$ cat config.mk
export PLATFORM = sky130hd
export DESIGN_NAME = kinetics_record_extractor_core
export DESIGN_NICKNAME = d
export VERILOG_FILES = /design/src/rtl/kre_pkg.sv /design/src/rtl/kre_marker_window.sv /design/src/rtl/kre_parser.sv /design/src/rtl/kre_out_reg.sv /design/src/rtl/kinetics_record_extractor_core.sv
export SDC_FILE = /design/constraint.sdc
export NUM_CORES = 1
export LEC_CHECK = 0
export ABC_AREA = 1
export BUFFER_PORTS_ARGS = -buffer_cell sky130_fd_sc_hd__buf_4
export CAP_MARGIN = 20
export CORE_MARGIN = 2
export CORE_UTILIZATION = 60
export CTS_CLUSTER_DIAMETER = 60
export DETAILED_ROUTE_END_ITERATION = 10
export PLACE_DENSITY = 0.78
export SYNTH_ARGS = -nofsm -noshare
export SYNTH_HDL_FRONTEND = slang
export SYNTH_SLANG_ARGS = --single-unit
$ cat constraint.sdc
create_clock -name clk_i -period 6.95 [get_ports clk_i]
set_input_delay 1.0425 -clock clk_i [delete_from_list [all_inputs] [get_ports clk_i]]
set_output_delay 1.0425 -clock clk_i [all_outputs]
set_load 0.02 [all_outputs]
$ cat src/rtl/kre_pkg.sv
// ----------------------------------------------------------------------------
// kre_pkg
// Types and constants shared by the kinetics record extractor modules.
// ----------------------------------------------------------------------------
package kre_pkg;

  // One input word: a file byte and the end-of-file flag.
  typedef struct packed {
    logic [7:0] data_byte;
    logic       last_byte;
  } kre_in_t;

  // One result word.
  typedef struct packed {
    logic [2:0]  kind;
    logic [31:0] value;
    logic        field_last;
    logic        record_last;
  } kre_out_t;

  // Control from the parser to the marker window.
  typedef struct packed {
    logic shift;
    logic clear;
  } kre_win_ctrl_t;

  // Result kinds.
  localparam logic [2:0] KIND_RECORD_START = 3'd0;
  localparam logic [2:0] KIND_ABSORBANCE   = 3'd1;
  localparam logic [2:0] KIND_TIME         = 3'd2;
  localparam logic [2:0] KIND_FIELD_LEN    = 3'd3;
  localparam logic [2:0] KIND_FIELD_BYTE   = 3'd4;

  // Configuration register indexes.
  localparam int unsigned CFG_IDX_W = 2;
  localparam logic [CFG_IDX_W-1:0] CFG_GAP_TO_COUNT    = 2'd0;
  localparam logic [CFG_IDX_W-1:0] CFG_COUNT_TO_POINTS = 2'd1;

  // Configuration reset values.
  localparam logic [15:0] GAP_TO_COUNT_RST    = 16'h001C;
  localparam logic [15:0] COUNT_TO_POINTS_RST = 16'h03EC;

  // Bytes in a little-endian data word; also the least count-to-points distance.
  localparam logic [15:0] WORD_BYTES = 16'd4;

  // Record marker text "TContinuumStore", zero padded to 16 bytes.
  localparam logic [7:0] MARKER_TEXT [16] = '{
    8'h54, 8'h43, 8'h6F, 8'h6E, 8'h74, 8'h69, 8'h6E, 8'h75,
    8'h75, 8'h6D, 8'h53, 8'h74, 8'h6F, 8'h72, 8'h65, 8'h00
  };

  // Closing field text "End Method", zero padded to 16 bytes.
  localparam logic [7:0] END_TEXT [16] = '{
    8'h45, 8'h6E, 8'h64, 8'h20, 8'h4D, 8'h65, 8'h74, 8'h68,
    8'h6F, 8'h64, 8'h00, 8'h00, 8'h00, 8'h00, 8'h00, 8'h00
  };

endpackage

$ cat src/rtl/kre_marker_window.sv
// ----------------------------------------------------------------------------
// kre_marker_window
// Sliding window over the most recent bytes with a compare against the
// record marker. Reports a hit for the byte being shifted in.
// ----------------------------------------------------------------------------
module kre_marker_window #(
  parameter int unsigned MARKER_LEN = 15
) (
  input  logic                 clk_i,
  input  logic                 rst_ni,
  input  kre_pkg::kre_win_ctrl_t ctrl_i,
  input  logic [7:0]           byte_i,
  output logic                 hit_o
);
  import kre_pkg::*;

  localparam int unsigned FILL_W = $clog2(MARKER_LEN + 1);

  logic [7:0]        window_q [MARKER_LEN];
  logic [7:0]        window_d [MARKER_LEN];
  logic [FILL_W-1:0] fill_q;
  logic [FILL_W-1:0] fill_d;
  logic              text_match;

  // Shift the new byte in at the top and compare the whole window.
  always_comb begin
    for (int i = 0; i < int'(MARKER_LEN) - 1; i++) begin
      window_d[i] = window_q[i+1];
    end
    window_d[MARKER_LEN-1] = byte_i;
    text_match = 1'b1;
    for (int i = 0; i < int'(MARKER_LEN); i++) begin
      if (window_d[i] != MARKER_TEXT[i]) begin
        text_match = 1'b0;
      end
    end
    if (fill_q < FILL_W'(MARKER_LEN)) begin
      fill_d = fill_q + FILL_W'(1);
    end else begin
      fill_d = fill_q;
    end
  end

  // A hit needs a full window of bytes received since the search began.
  assign hit_o = text_match && (fill_d == FILL_W'(MARKER_LEN));

  // Window bytes only count once the fill reaches the marker length, so the
  // bytes themselves need no reset or clear.
  always_ff @(posedge clk_i) begin
    if (ctrl_i.shift) begin
      window_q <= window_d;
    end
  end

  always_ff @(posedge clk_i or negedge rst_ni) begin
    if (!rst_ni) begin
      fill_q <= '0;
    end else if (ctrl_i.clear) begin
      fill_q <= '0;
    end else if (ctrl_i.shift) begin
      fill_q <= fill_d;
    end
  end

endmodule

$ cat src/rtl/kre_parser.sv
// ----------------------------------------------------------------------------
// kre_parser
// Record parser: phase sequencer, skip and point counters, word assembly,
// field parsing with the closing-field test, and the configuration registers.
// ----------------------------------------------------------------------------
module kre_parser #(
  parameter int unsigned END_LEN = 10
) (
  input  logic                             clk_i,
  input  logic                             rst_ni,
  input  logic                             cfg_valid_i,
  input  logic [kre_pkg::CFG_IDX_W-1:0]    cfg_index_i,
  input  logic [15:0]                      cfg_data_i,
  input  logic                             accept_i,
  input  kre_pkg::kre_in_t                 in_data_i,
  input  logic                             marker_hit_i,
  output kre_pkg::kre_win_ctrl_t           win_ctrl_o,
  output logic                             res_valid_o,
  output kre_pkg::kre_out_t                res_o,
  output logic                             searching_o
);
  import kre_pkg::*;

  localparam int unsigned END_W = $clog2(END_LEN + 1);

  typedef enum logic [2:0] {
    PH_SEARCH,
    PH_GAP,
    PH_COUNT,
    PH_PRESKIP,
    PH_POINTS,
    PH_FLEN,
    PH_FBYTES
  } phase_e;

  phase_e           phase_q, phase_d;
  logic [15:0]      gap_q, gap_d;
  logic [15:0]      ctp_q, ctp_d;
  logic [15:0]      skip_q, skip_d;
  logic [23:0]      asm_q, asm_d;
  logic [1:0]       bidx_q, bidx_d;
  logic [31:0]      points_q, points_d;
  logic             time_half_q, time_half_d;
  logic [31:0]      field_q, field_d;
  logic [END_W-1:0] end_idx_q, end_idx_d;
  logic             end_ok_q, end_ok_d;

  logic [7:0]       b;
  logic             word_phase;
  logic             word_done;
  logic [31:0]      word;
  logic [15:0]      skip_dec;
  logic [15:0]      ctp_eff;
  logic [31:0]      points_dec;
  logic [31:0]      field_dec;
  logic [4:0]       end_idx_ext;
  logic             go_search;

  assign b = in_data_i.data_byte;

  // Configuration writes; an unknown index is ignored.
  always_comb begin
    gap_d = gap_q;
    ctp_d = ctp_q;
    if (cfg_valid_i) begin
      case (cfg_index_i)
        CFG_GAP_TO_COUNT:    gap_d = cfg_data_i;
        CFG_COUNT_TO_POINTS: ctp_d = cfg_data_i;
        default: ;
      endcase
    end
  end

  // Shared helpers for counters and the little-endian word assembly.
  always_comb begin
    word_phase = (phase_q == PH_COUNT) || (phase_q == PH_POINTS) ||
                 (phase_q == PH_FLEN);
    word_done  = (bidx_q == 2'd3);
    word       = {b, asm_q};
    skip_dec   = (skip_q != 16'd0) ? (skip_q - 16'd1) : skip_q;
    points_dec = (points_q != 32'd0) ? (points_q - 32'd1) : points_q;
    field_dec  = (field_q != 32'd0) ? (field_q - 32'd1) : field_q;
    ctp_eff    = (ctp_q < WORD_BYTES) ? WORD_BYTES : ctp_q;
    end_idx_ext = 5'(end_idx_q);
  end

  // Next state and result for the accepted byte.
  always_comb begin
    phase_d     = phase_q;
    skip_d      = skip_q;
    asm_d       = asm_q;
    bidx_d      = bidx_q;
    points_d    = points_q;
    time_half_d = time_half_q;
    field_d     = field_q;
    end_idx_d   = end_idx_q;
    end_ok_d    = end_ok_q;
    res_valid_o = 1'b0;
    res_o       = '0;
    go_search   = 1'b0;

    if (accept_i) begin
      // Word assembly runs in every phase that reads 32-bit words.
      if (word_phase) begin
        if (word_done) begin
          asm_d  = '0;
          bidx_d = '0;
        end else begin
          asm_d  = asm_q | (24'(b) << {bidx_q, 3'b000});
          bidx_d = bidx_q + 2'd1;
        end
      end

      case (phase_q)
        PH_SEARCH: begin
          if (marker_hit_i) begin
            go_search = 1'b1;
          end
        end
        PH_GAP: begin
          skip_d = skip_dec;
          if (skip_dec == 16'd0) begin
            phase_d = PH_COUNT;
          end
        end
        PH_COUNT: begin
          if (word_done) begin
            points_d       = word;
            time_half_d    = 1'b0;
            res_valid_o    = 1'b1;
            res_o.kind     = KIND_RECORD_START;
            res_o.value    = word;
            skip_d         = ctp_eff - WORD_BYTES;
            if (skip_d != 16'd0) begin
              phase_d = PH_PRESKIP;
            end else if (word != 32'd0) begin
              phase_d = PH_POINTS;
            end else begin
              phase_d = PH_FLEN;
            end
          end
        end
        PH_PRESKIP: begin
          skip_d = skip_dec;
          if (skip_dec == 16'd0) begin
            phase_d = (points_q != 32'd0) ? PH_POINTS : PH_FLEN;
          end
        end
        PH_POINTS: begin
          if (word_done) begin
            res_valid_o = 1'b1;
            res_o.value = word;
            if (!time_half_q) begin
              res_o.kind  = KIND_ABSORBANCE;
              time_half_d = 1'b1;
            end else begin
              res_o.kind  = KIND_TIME;
              time_half_d = 1'b0;
              points_d    = points_dec;
              if (points_dec == 32'd0) begin
                phase_d = PH_FLEN;
              end
            end
          end
        end
        PH_FLEN: begin
          if (word_done) begin
            res_valid_o = 1'b1;
            res_o.kind  = KIND_FIELD_LEN;
            res_o.value = word;
            field_d     = word;
            end_idx_d   = '0;
            end_ok_d    = 1'b1;
            if (word == 32'd0) begin
              res_o.field_last = 1'b1;
            end else begin
              phase_d = PH_FBYTES;
            end
          end
        end
        PH_FBYTES: begin
          res_valid_o = 1'b1;
          res_o.kind  = KIND_FIELD_BYTE;
          res_o.value = 32'(b);
          // Compare the leading bytes of the field against the closing text.
          if (end_idx_q < END_W'(END_LEN)) begin
            if (b != END_TEXT[end_idx_ext[3:0]]) begin
              end_ok_d = 1'b0;
            end
            end_idx_d = end_idx_q + END_W'(1);
          end
          field_d = field_dec;
          if (field_dec == 32'd0) begin
            res_o.field_last = 1'b1;
            if (end_ok_d && (end_idx_d == END_W'(END_LEN))) begin
              res_o.record_last = 1'b1;
              go_search         = 1'b1;
            end else begin
              phase_d = PH_FLEN;
            end
          end
        end
        default: begin
          go_search = 1'b1;
        end
      endcase

      if (in_data_i.last_byte) begin
        go_search = 1'b1;
      end
    end

    // Return to the search; a marker hit then moves on to the gap or count.
    if (go_search) begin
      phase_d     = PH_SEARCH;
      skip_d      = '0;
      asm_d       = '0;
      bidx_d      = '0;
      time_half_d = 1'b0;
      if (phase_q == PH_SEARCH && marker_hit_i && !in_data_i.last_byte) begin
        skip_d  = gap_q;
        phase_d = (gap_q != 16'd0) ? PH_GAP : PH_COUNT;
      end
    end
  end

  // Window control: shift while searching, clear whenever a search restarts.
  assign win_ctrl_o.shift = accept_i && (phase_q == PH_SEARCH);
  assign win_ctrl_o.clear = go_search;
  assign searching_o      = (phase_q == PH_SEARCH);

  // State registers.
  always_ff @(posedge clk_i or negedge rst_ni) begin
    if (!rst_ni) begin
      phase_q     <= PH_SEARCH;
      gap_q       <= GAP_TO_COUNT_RST;
      ctp_q       <= COUNT_TO_POINTS_RST;
      skip_q      <= '0;
      asm_q       <= '0;
      bidx_q      <= '0;
      points_q    <= '0;
      time_half_q <= 1'b0;
      field_q     <= '0;
      end_idx_q   <= '0;
      end_ok_q    <= 1'b1;
    end else begin
      phase_q     <= phase_d;
      gap_q       <= gap_d;
      ctp_q       <= ctp_d;
      skip_q      <= skip_d;
      asm_q       <= asm_d;
      bidx_q      <= bidx_d;
      points_q    <= points_d;
      time_half_q <= time_half_d;
      field_q     <= field_d;
      end_idx_q   <= end_idx_d;
      end_ok_q    <= end_ok_d;
    end
  end

endmodule

$ cat src/rtl/kre_out_reg.sv
// ----------------------------------------------------------------------------
// kre_out_reg
// Result register between the parser and the output channel. Takes a new
// word in the same cycle the held one is taken.
// ----------------------------------------------------------------------------
module kre_out_reg (
  input  logic              clk_i,
  input  logic              rst_ni,
  input  logic              load_i,
  input  kre_pkg::kre_out_t data_i,
  output logic              can_load_o,
  output logic              out_valid_o,
  input  logic              out_ready_i,
  output kre_pkg::kre_out_t out_data_o
);
  import kre_pkg::*;

  logic     valid_q;
  kre_out_t data_q;

  // Room for a new word when empty or when the held word leaves this cycle.
  assign can_load_o  = !valid_q || out_ready_i;
  assign out_valid_o = valid_q;
  assign out_data_o  = data_q;

  always_ff @(posedge clk_i or negedge rst_ni) begin
    if (!rst_ni) begin
      valid_q <= 1'b0;
    end else if (load_i) begin
      valid_q <= 1'b1;
    end else if (out_ready_i) begin
      valid_q <= 1'b0;
    end
  end

  always_ff @(posedge clk_i) begin
    if (load_i) begin
      data_q <= data_i;
    end
  end

endmodule

$ cat src/rtl/kinetics_record_extractor_core.sv
// ----------------------------------------------------------------------------
// kinetics_record_extractor_core
// Extracts kinetics records from a file byte stream: record start with point
// count, raw absorbance and time words, then length-prefixed fields.
//
// Input channel: one file byte per word with a last-byte flag. Output
// channel: one result word (kind, value, field_last, record_last). Most
// bytes produce no result. Configuration channel: register index and 16-bit
// data, always ready; write only while the block is idle.
// Throughput is one byte per cycle unless the output stalls. A result is
// held in the result register, on the output, in the cycle after acceptance.
// Input ready stays high while the result register is empty or being taken,
// so when the receiver stalls with a result waiting, input stalls too.
// Reset returns the parser to the marker search with the default gap (28)
// and count-to-points distance (1004); no clearing pass is needed.
// ----------------------------------------------------------------------------
module kinetics_record_extractor_core #(
  parameter int unsigned MARKER_LEN = 15,
  parameter int unsigned END_LEN    = 10
) (
  input  logic                          clk_i,
  input  logic                          rst_ni,
  input  logic                          in_valid_i,
  output logic                          in_ready_o,
  input  kre_pkg::kre_in_t              in_data_i,
  output logic                          out_valid_o,
  input  logic                          out_ready_i,
  output kre_pkg::kre_out_t             out_data_o,
  input  logic                          cfg_valid_i,
  output logic                          cfg_ready_o,
  input  logic [kre_pkg::CFG_IDX_W-1:0] cfg_index_i,
  input  logic [15:0]                   cfg_data_i
);
  import kre_pkg::*;

  logic          accept;
  logic          marker_hit;
  kre_win_ctrl_t win_ctrl;
  logic          res_valid;
  kre_out_t      res;
  logic          searching;

  assign cfg_ready_o = 1'b1;
  assign accept      = in_valid_i && in_ready_o;

  // Marker search window.
  kre_marker_window #(
    .MARKER_LEN (MARKER_LEN)
  ) u_window (
    .clk_i  (clk_i),
    .rst_ni (rst_ni),
    .ctrl_i (win_ctrl),
    .byte_i (in_data_i.data_byte),
    .hit_o  (marker_hit)
  );

  // Record parser.
  kre_parser #(
    .END_LEN (END_LEN)
  ) u_parser (
    .clk_i        (clk_i),
    .rst_ni       (rst_ni),
    .cfg_valid_i  (cfg_valid_i),
    .cfg_index_i  (cfg_index_i),
    .cfg_data_i   (cfg_data_i),
    .accept_i     (accept),
    .in_data_i    (in_data_i),
    .marker_hit_i (marker_hit),
    .win_ctrl_o   (win_ctrl),
    .res_valid_o  (res_valid),
    .res_o        (res),
    .searching_o  (searching)
  );

  // Result register.
  kre_out_reg u_out (
    .clk_i       (clk_i),
    .rst_ni      (rst_ni),
    .load_i      (accept && res_valid),
    .data_i      (res),
    .can_load_o  (in_ready_o),
    .out_valid_o (out_valid_o),
    .out_ready_i (out_ready_i),
    .out_data_o  (out_data_o)
  );

`ifndef SYNTHESIS
  // An empty result register never blocks the input.
  a_ready_when_empty: assert property (@(posedge clk_i) disable iff (!rst_ni)
    !out_valid_o |-> in_ready_o)
    else $error("input stalled with an empty result register");

  // The last byte of the file always sends the parser back to the search.
  a_last_byte_search: assert property (@(posedge clk_i) disable iff (!rst_ni)
    (accept && in_data_i.last_byte) |=> searching)
    else $error("parser not searching after the last byte");

  // A record closes only on the final byte of a field.
  a_record_last_kind: assert property (@(posedge clk_i) disable iff (!rst_ni)
    (out_valid_o && out_data_o.record_last) |->
      (out_data_o.field_last && out_data_o.kind == KIND_FIELD_BYTE))
    else $error("record_last on a word that is not a closing field byte");
`endif

endmodule

==> flow_summary_export.csv <==
group,metric,value,unit
layout,finalNetCount,2097,
grt,grt_remaining_overflow,0,
yosys,synth-edff-count,149,
sta,fmaxAchievable,0.242,GHz
grt,grt_usage,0.330,
routing,drt.antenna.violating_nets,0,
place,gp_congestion,1.01,
grt,grt_pass1_vias,13614,
layout,area_growth,11.8,%
critical_path,crit_path_max_fanout,46,
sta,period_share,0.593,
yosys,synth_top_flop_cell,"sky130_fd_sc_hd__edfxtp_1",
clocking,cts.htree.levels,2,
floorplan,initial_utilization,0.605,
critical_path,end_kind,"flip-flop",
routing,detail_route.vias_per_cell,5.94,
power_and_ir_drop,total_leakage_power,7.66,nW
yosys,synth.top_cell.area_share,0.277,
sta,report.final.slew_viol_count,0,
clocking,post_cts_resize_count,0,
floorplan,io_pins,72,
floorplan,die_w,168,µm
layout,layout.cells.most_common_list,"478 x sky130_fd_sc_hd__nand2_1, 257 x sky130_fd_sc_hd__nor2_1, 205 x sky130_fd_sc_hd__o21ai_0",
critical_path,worst_ep_arrival_time,4.50,ns
power_and_ir_drop,peakVddDrop,0.000254,V
yosys,synth_seq_area_share,0.513,
clocking,post-cts-setup-buffers,0,
layout,ratio_of_cells_with_drive_above_1_in_the_final_layout,0.0839,
clocking,clk_pin_slew_worst_paths,0.06,ns
clocking,total_clock_buffers_created_by_cts,35,
sta,worst_slack,2.83,ns
clocking,cts_hold_buffers,0,
yosys,yosys.area.top_type,"sky130_fd_sc_hd__edfxtp_1",
yosys,netlist_instances,1994,
clocking,tritoncts_num_sinks,301,
critical_path,element_type_at_the_critical_path_start,"flip-flop",
sta,timing.final.crit_period,4.12,ns
critical_path,cp_data_required_time,7.33,ns
yosys,syn-cell-area,16200,µm²
sta,report.final.setup_viol,0,
grt,grt_max_degree,89,
sta,worst_slew_margin_rel,0.251,
yosys,share_of_async_settable_or_async_resettable_flops_after_synthesis,0.505,
grt,grt_first_pass_wirelength,72900,µm
routing,drc_errors,0,
floorplan,die_height,168,µm
routing,wl_per_cell,19.3,µm
floorplan,floorplan.core_area,26700,µm²
place,detailed_place_hpwl,34000,µm
layout,design_area,18100,µm²
layout,mostFrequentLayoutCell,"sky130_fd_sc_hd__nand2_1",
yosys,postSynthRegisterBits,301,
sta,tns,0,ns
flow_run,maxCapViolations,0,
place,place_ws,2.94,ns
floorplan,num_rows,60,
run_status,result_of_the_run,"completed",
grt,antenna_violations_before_repair,1,
clocking,cts-root-to-sink-buffers,3,
routing,initialDrtViolationCount,1774,
routing,wirelength,46600,µm
layout,final-instance-count-excl-fill,2417,
power_and_ir_drop,p_per_area,389,nW/µm²
sta,setup_repair_after_global_routing_missed_its_margin,"no",
floorplan,die_footprint,28300,µm²
routing,drtPass1Iterations,5,
yosys,ys_top_cells_by_area,"sky130_fd_sc_hd__edfxtp_1 28%, sky130_fd_sc_hd__dfrtp_1 22%, sky130_fd_sc_hd__nand2_1 11%",
sta,hold_ws,0.442,ns
sta,tightestPinTransition,1.12,ns
yosys,syn-mean-instance-area,8.10,µm²
clocking,clock_latency,0.53,ns
layout,core_occupancy_in_the_finished_layout,0.676,
routing,routed-via-count,14359,
clocking,tritoncts,"built",
power_and_ir_drop,post-layout-total-power,7.02,mW
yosys,synth_fp_nets,2043,
hold_path,worst_hold_path_type,"flip-flop to flip-flop",
place,place.port_buffers,70,
place,numPlacedInstances,2349,
place,placed_area,16900,µm²
critical_path,path_class,"flip-flop to flip-flop",
yosys,synth.yosys.warnings,0,
sta,skew,0.0285,ns
clocking,clock-root-buffer,"sky130_fd_sc_hd__clkbuf_16",
sta,finalHoldViolCount,0,
yosys,netlist-cell-type-count,46,
==> cells by family (layout without fill, tap and decap cells) <==
group,after synthesis,in the layout,synth area share
buffers and inverters,277,358,0.0695
adder cells (fa/ha/maj),17,17,0.0132
other,1,2,0.000232
AO/OA/AOI/OAI,361,361,0.120
AND/OR/NAND/NOR,990,990,0.259
XOR/XNOR,47,47,0.0255
flip-flops,301,301,0.513
==> state kept, by name (all words and copies together) (netlist names) <==
signal                flops
u_parser.bidx_q           2
u_parser.asm_q           24
u_parser.end_ok_q         1
u_parser.end_idx_q        4
u_parser.phase_q          3
u_parser.points_q        32
u_out.out_data_o         37
u_window.window_d       112
u_parser.field_q         32
u_out.out_valid_o         1
u_parser.skip_q          16
u_parser.ctp_q           16
u_parser.gap_q           16
u_window.fill_q           4
u_parser.time_half_q      1
==> path summary, 6_finish.rpt <==
kind / from / to / slack [ns] / depth (start not counted)
setup / recovery: u_parser.field_q[0] / u_parser.skip_q[15] / 2.83 / 18
max in group asynchronous: rst_ni / u_parser.skip_q[6] / 4.94 / 2
setup reg to reg: u_parser.field_q[0] / u_parser.skip_q[15] / 2.83 / 18
hold reg to reg: u_window.window_d[104] / u_window.window_d[112] / 0.44 / 0
hold / removal: u_window.window_d[104] / u_window.window_d[112] / 0.44 / 0
min in group asynchronous: rst_ni / u_parser.points_q[31] / 0.55 / 1
==> per-layer routing <==
layer,track usage,up-vias,part of all wire
li1,-,6781,-
met1,0.454,6797,0.41
met2,0.521,658,0.46
met3,0.0670,123,0.089
met4,0.130,0,0.040
met5,0,-,0
==> cell type report <==
| type | count | area (µm²) |
|---|---|---|
| well taps | 341 | 427 |
| flip-flops and latches | 301 | 8290 |
| multi-input cells | 1416 | 6760 |
| diodes | 1 | 2.50 |
| clock inverters | 22 | 204 |
| repair buffers | 83 | 652 |
| clock buffers | 42 | 933 |
| fillers | 2214 | 8650 |
| inverters | 211 | 797 |
==> worst max-delay path, stage by stage (launching register included) <==
cell                       delay (ns)
sky130_fd_sc_hd__dfrtp_1         0.35
sky130_fd_sc_hd__clkinv_1        0.22
sky130_fd_sc_hd__ha_1            0.39
sky130_fd_sc_hd__nand2_2         0.18
sky130_fd_sc_hd__nor2_4          0.07
sky130_fd_sc_hd__nand2_2         0.12
sky130_fd_sc_hd__nor2_4          0.06
sky130_fd_sc_hd__inv_2           0.56
sky130_fd_sc_hd__o21ai_0         0.31
sky130_fd_sc_hd__nand2_1         0.12
sky130_fd_sc_hd__nor2_1          0.05
sky130_fd_sc_hd__nand2_1         0.08
sky130_fd_sc_hd__nor2_2          0.05
sky130_fd_sc_hd__nand3_2         0.08
sky130_fd_sc_hd__nand2_4         0.22
sky130_fd_sc_hd__o21ai_2         0.60
sky130_fd_sc_hd__inv_2           0.28
sky130_fd_sc_hd__nand2_1         0.13
sky130_fd_sc_hd__o21ai_0         0.08
==> Yosys cell counts (all sizes together) (2+ instances only) <==
| master | count |
|---|---|
| nand2 | 483 |
| nor2 | 268 |
| o21ai | 208 |
| inv | 205 |
| edfxtp | 149 |
| dfrtp | 141 |
| nand3 | 108 |
| a21oi | 86 |
| nor3 | 64 |
| clkbuf | 51 |
| xor2 | 46 |
| nand4 | 41 |
| o22ai | 37 |
| ha | 17 |
| buf | 15 |
| dfstp | 11 |
| nor4 | 11 |
| nand3b | 10 |
| a22oi | 8 |
| o211ai | 8 |
| clkinv | 6 |
| a211oi | 4 |
| a31oi | 4 |
| nor4b | 3 |
| o21a | 2 |
==> power breakdown <==
part           internal [mW]  switching, mW
Combinational          0.690           1.61
Sequential              2.45          0.473
Clock                   1.05          0.746
Note: power is estimated with default switching activity, not from simulation.
